**src/rtl/core/strike_count_ban_table_macros.svh**
```systemverilog
// assertion macros for the strike count ban table
// used by strike_count_ban_table.sv under rtl/core; no other dependencies
`ifndef STRIKE_COUNT_BAN_TABLE_MACROS_SVH
`define STRIKE_COUNT_BAN_TABLE_MACROS_SVH

`ifndef SYNTHESIS

// clocked check with active-low reset masking
`define SCBT_ASSERT(lbl, clk, rst_n, prop) \
    lbl: assert property (@(posedge clk) disable iff (!(rst_n)) (prop)) \
        else $error("strike_count_ban_table: assertion failed");

// clocked check that also holds during reset
`define SCBT_ASSERT_ALWAYS(lbl, clk, prop) \
    lbl: assert property (@(posedge clk) (prop)) \
        else $error("strike_count_ban_table: assertion failed");

`else

`define SCBT_ASSERT(lbl, clk, rst_n, prop)
`define SCBT_ASSERT_ALWAYS(lbl, clk, prop)

`endif

`endif

```
**src/rtl/core/scbt_ram.sv**
```systemverilog
// generic single-clock ram, one write port and one registered read port
// no dependencies
`timescale 1ns / 1ps

module scbt_ram #(
    parameter int unsigned WIDTH = 8,
    parameter int unsigned DEPTH = 64,
    parameter int unsigned ADDR_W = $clog2(DEPTH)
) (
    input  logic              aclk,
    input  logic              we,
    input  logic [ADDR_W-1:0] waddr,
    input  logic [WIDTH-1:0]  wdata,
    input  logic [ADDR_W-1:0] raddr,
    output logic [WIDTH-1:0]  rdata
);

    logic [WIDTH-1:0] mem [DEPTH];
    logic [WIDTH-1:0] rdata_reg;

    // write port and registered read
    always_ff @(posedge aclk) begin
        if (we) begin
            mem[waddr] <= wdata;
        end
        rdata_reg <= mem[raddr];
    end

    assign rdata = rdata_reg;

endmodule

```
**config.mk**
```make
export PLATFORM = sky130hd
export DESIGN_NAME = scbt_ram
export DESIGN_NICKNAME = d
export VERILOG_FILES = /design/src/rtl/core/strike_count_ban_table_macros.svh /design/src/rtl/core/scbt_ram.sv
export SDC_FILE = /design/constraint.sdc
export NUM_CORES = 1
export LEC_CHECK = 0
export BUFFER_PORTS_ARGS = -buffer_cell sky130_fd_sc_hd__clkbuf_2
export CAP_MARGIN = 20
export CORE_ASPECT_RATIO = 0.6
export CORE_MARGIN = 3
export CORE_UTILIZATION = 62
export DETAILED_ROUTE_END_ITERATION = 8
export PLACE_DENSITY = 0.79
export SKIP_LAST_GASP = 1
export SLEW_MARGIN = 10
export SYNTH_ARGS = -nofsm -noshare
export SYNTH_HDL_FRONTEND = slang
export SYNTH_SLANG_ARGS = --single-unit
```
**constraint.sdc**
```tcl
create_clock -name aclk -period 2.1 [get_ports aclk]
set_input_delay 0.105 -clock aclk [delete_from_list [all_inputs] [get_ports aclk]]
set_output_delay 0.105 -clock aclk [all_outputs]
set_load 0.005 [all_outputs]
```
Yosys cells after proc, flatten, opt, wreduce, memory -nomap -nowiden:

Memories as Yosys holds them, arrays and structs flattened. A register that Yosys moved wholly into a read port is not among the register bits.
Cells that the tools add are included.

* bits in registers: 0
* latch bits: 0
* bits in writable memories: 512
* ROM bits: 0
* bits of input ports: 22
* word-level logic and storage cells: 3
* memories kept: 1

* add/subtract/negate cells: 0
* multiply operators: 0
* div/mod/pow operators: 0
* magnitude comparators: 0
* eq/ne operators: 0
* shift operators: 0
* multiplexer cells: 2
* bitwise logic cells: 0
* reduce and logical (&&, ||, !) cells: 0

Memories
* mem: depth 64, bits a word 8, rd ports 1, clocked after Yosys merged registers in 1, wr ports 1, line scbt_ram.sv:18 `logic [WIDTH-1:0] mem [DEPTH];`

Operators by type and width (number)
* $mux 1: 2

Logic depth before layout (Yosys ltp):

* depth after elaboration: 2
* mapped depth: 9
* mapped depth without buffers: 5

Worst setup path after synthesis:

Ideal clock, no wire load.

* path type: in2reg
* start point: input port raddr[1]
* end point: register rdata_reg[3], in the netlist rdata[3], read port of mem
* arrival: 1.645 ns
* required time: 1.972 ns
* slack: 0.327 ns
* cell stages on the path: 7
* path buffers: 3
* path through: buf_4 -> buf_2 -> buf_2 -> mux4_2 -> mux4_2 -> o21ai_1 -> o41ai_1

RTL lines
* from (decl): line scbt_ram.sv:14 `input logic [ADDR_W-1:0] raddr,`
* to (decl): line scbt_ram.sv:19 `logic [WIDTH-1:0] rdata_reg;`

==> results.txt <==
----------------------------------------------------
[Setup path]
  Critical Path Max Stage Delay ... 480 ps
  Cell type of the slowest stage on the worst timing path ... mux4_2
  Maximum fanout encountered on the critical timing path ... 1
  Ordered list of cells on the worst path ... mux4_2, mux2_2, o221a_2, nor3_1, o32ai_1
  Arr. time, crit path ... 2440 ps
  Register-to-register setup slack ... 80 ps
  Sort of element at the start of the critical path ... register
  Capturing element type of the critical path ... register
  Data required time of the critical path ... 2520 ps
  Type of the setup path with the least slack ... register to register

[Clock tree]
  Number of buffers on the longest clock path ... 3
  Total clock sinks ... 520
  Number of buffers created by CTS ... 45
  Clk_lat worst skew ... around 560 ps
  Clock tree root buffer cell ... clkbuf_16
  Clock-pin slew reported for the worst setup and hold paths after clock tree synthesis ... 70 ps
  Number of buffers inserted by hold repair at cts ... 0
  CTS tree ... yes
  CTS resizes ... 0
  H-tree levels ... 2
  Number of buffers added for setup after CTS ... 0

[Route]
  Count of unresolved DRC violations after routing ... 0
  Sum of routed wire length over all layers ... 46,400 microns
  Detailed Route Iter0 Violations ... 1,626
  Routed Antenna Nets ... 0
  Mean number of vias per cell ... 6.64
  Routed via count ... ~10,000
  Detailed-routing iteration count for the pre-antenna-repair pass ... 5
  Routed wire per std cell ... around 30 microns

[Place]
  Placed cell count ... 1,467
  IO Port Bufs ... 29
  Final HPWL DP ... 29,900 microns
  RD Place Congestion ... slightly above 0.9

[Synthesis]
  Synth unique cells ... 40
  Number of warnings printed during yosys synthesis ... 0
  Share of the yosys chip area belonging to registers ... 77.0%
  Nets in the synthesized netlist ... 962
  Count of mapped cells out of synthesis ... between 900 and 1,000
  Mapped Area ... between 20,000 and 25,000 sq um
  Register bit total from synthesis ... 520
  Avg Synthesized Cell Area ... 21.5 sq um

[Timing]
  Max frequency ... 496 MHz
  Crit share post-route ... 96.1%
  Smallest hold slack ... 77.3 ps
  Final max-slew violation count ... 0
  Clk_skew ... ~25 ps
  Minimum clock period ... 2020 ps
  Endpoints failing setup ... 0
  Transition time at the pin with the least slew margin ... 898 ps
  Worst slew slack as a fraction of its limit ... 39.7%
  Setup repair after global routing missed its margin ... no
  Number of failing hold endpoints at the final stage ... 0

[Final layout]
  Post-synthesis to final-layout area growth ... 14.9%
  Number of flip-flops in the largest register ... 512
  Layout cells sized above 1 ... 32.2%
  Number of nets in the finished design ... 1,120
  Cell Count, Final, Fillers Out ... roughly 1,600
  Final antenna diode count ... 0

[Pwr]
  Power density normalized to cell area ... ~900 nW/um^2
  Logic gate share of total power ... 5.6%
  Internal power contribution ... 16.6 mW
  Largest vdd supply drop ... 0.916 mV
  Leak pwr ... 7.53 nW
  Switch share ... 20.5%
  Power dissipated by switching net loads ... about 4.3 mW
  Clock Power Share ... 39.2%
  Register share of total power ... 55.2%

[GRT]
  Wire length of the first global-routing pass ... roughly 68,000 microns
  Global route hottest layer ... met1
  Met3 track demand over resource in global routing ... 7.08%
  Remaining Overflow, GRT ... 0
  Vias in the first global route ... 10,200
  Number of antenna violations at the first check in global routing ... 0
  Met1 routing resource usage after global routing ... approximately 43%
  Met2 Resource Use GR ... slightly below 40%
  Largest net degree at the start of global routing ... 65
  Global-route usage over all layers ... 27.4%

[Die]
  Vertical extent of the die ... 146 microns
  Core Rows ... 50
  Io pins ... 30
  Die width ... 239 microns
  Core footprint ... 31,600 sq um
  Initial core utilization ... 63.8%
  Die Outline Area ... 34,800 sq um

[Flow run]
  Count of max-cap constraint violations ... 0

[Outcome]
  Result of the run ... finished clean

[Worst hold path]
  Min-Delay Path Class ... input pin to register

----------------------------------------------------
[critical path, delay by kind of cell (launching register included)]
kind	cells	cell delay, ps
AOI/OAI and AO/OA	2	420
muxes	2	780
and+or+nand+nor	1	290
DFF	1	390
[power groups by stage]
stage	Sequential (mW)	Clock (mW)	Combinational, mW
6_report	11.5	8.19	1.17
5_1_grt	11.5	8.71	1.24
4_1_cts	11.5	8.28	1.17
3_5_place_dp	11.7	0	1.16
3_3_place_gp	11.7	0	1.13
2_1_floorplan	11.7	0	0.612
[worst paths after layout]
path              start   endpoint  cells past startpoint
min reg2reg  mem[23][1]   rdata[1]                      4
min            wdata[2]  mem[2][2]                      1
max reg2reg  mem[20][4]   rdata[4]                      5
max          mem[20][4]   rdata[4]                      5
[per-stage QoR]
step | setup TNS, ps | total power [mW] | setup WS (ps) | instance area [sq um] | utilization [%]
after floorplan | 0 | 12.3 | 327 | 20200 | -
after global placement | -214 | 12.9 | -177 | 21700 | 68.7
after detailed placement | -302 | 12.9 | -136 | 21700 | 68.7
after CTS | 0 | 21.0 | 73.4 | 23200 | 73.3
after global routing | 0 | 21.5 | 64.8 | 23200 | 73.3
final | 0 | 20.9 | 82.0 | 23200 | 73.3
[cell usage after synthesis]
| cell type | n | area (sq um) |
|---|---|---|
| edfxtp_1 | 512 | 15400 |
| mux4_2 | 126 | 2840 |
| nor2_1 | 83 | 312 |
| mux2i_1 | 23 | 230 |
| nand2_1 | 19 | 71.3 |
| clkbuf_1 | 17 | 63.8 |
| nor2b_1 | 14 | 87.6 |
| buf_4 | 13 | 97.6 |
| mux2_2 | 13 | 146 |
| nand3_1 | 13 | 65.1 |
| buf_2 | 11 | 55.1 |
| dfxtp_1 | 8 | 160 |
| o221ai_1 | 8 | 70.1 |
| o22ai_1 | 8 | 50.1 |
| nand2b_1 | 7 | 43.8 |
| nor3_1 | 7 | 35.0 |
| a221oi_1 | 6 | 52.6 |
| a211oi_1 | 4 | 30.0 |
| buf_1 | 4 | 15.0 |
| buf_6 | 4 | 45.0 |
| a21oi_1 | 3 | 15.0 |
| a22oi_1 | 3 | 22.5 |
| nand3b_1 | 3 | 22.5 |
| o2111ai_1 | 3 | 26.3 |
| o2bb2ai_1 | 3 | 26.3 |
| a2111oi_0 | 2 | 17.5 |
| buf_12 | 2 | 40.0 |
| nand4_1 | 2 | 12.5 |
| nor4_1 | 2 | 12.5 |
| o21a_1 | 2 | 15.0 |
| o21ai_0 | 2 | 10.0 |
| o21ai_1 | 2 | 10.0 |
| o221a_2 | 2 | 22.5 |
| o32ai_1 | 2 | 17.5 |
| o41ai_1 | 2 | 17.5 |
| a31oi_1 | 1 | 6.26 |
| and2_1 | 1 | 6.26 |
| nand4b_1 | 1 | 8.76 |
| o311ai_1 | 1 | 8.76 |
| or3_1 | 1 | 6.26 |
[final cells by class]
cell class | count | area, sq um
Timing Repair Buffer | 162 | 1350
Tap cell | 416 | 520
Clock buffer | 65 | 1280
Sequential cell | 520 | 15500
Clock inverter | 19 | 170
Fill cell | 1744 | 8420
Multi-Input combinational cell | 369 | 4320
[logic make-up after synthesis]
kind of cell           Yosys count  synth area share, %
AO/OA/AOI/OAI                   54                 2.07
buffers and inverters           51                 1.57
flip-flops                     520                 77.0
multiplexers                   162                 15.9
AND/OR/NAND/NOR                153                 3.39
[metal layers]
metal	vias up	part of all wire, %
met5	-	0
met2	680	45
met1	5308	41
met3	66	12
li1	4243	-
met4	0	1.9
[cells in the final DEF (no fill, tap or decap), types with 3 or more instances in the layout]
master	netlist	layout
nand3_1	13	13
a22oi_1	3	3
edfxtp_1	512	512
nand2_1	19	19
o221ai_1	8	8
mux2i_1	23	23
clkinv_2	0	6
o2bb2ai_1	3	3
nor2_1	83	83
nand3b_1	3	3
clkbuf_16	0	47
nand2b_1	7	7
buf_4	13	120
clkbuf_2	0	26
nor3_1	7	7
a21oi_1	3	3
buf_12	2	15
a211oi_1	4	4
dfxtp_1	8	8
clkbuf_1	17	14
mux4_2	126	126
nor2b_1	14	14
o22ai_1	8	8
o2111ai_1	3	3
a221oi_1	6	6
clkinv_1	0	7
bufinv_16	0	3
clkbuf_8	0	5
mux2_2	13	13
Note: power is estimated with default switching activity, not from simulation.
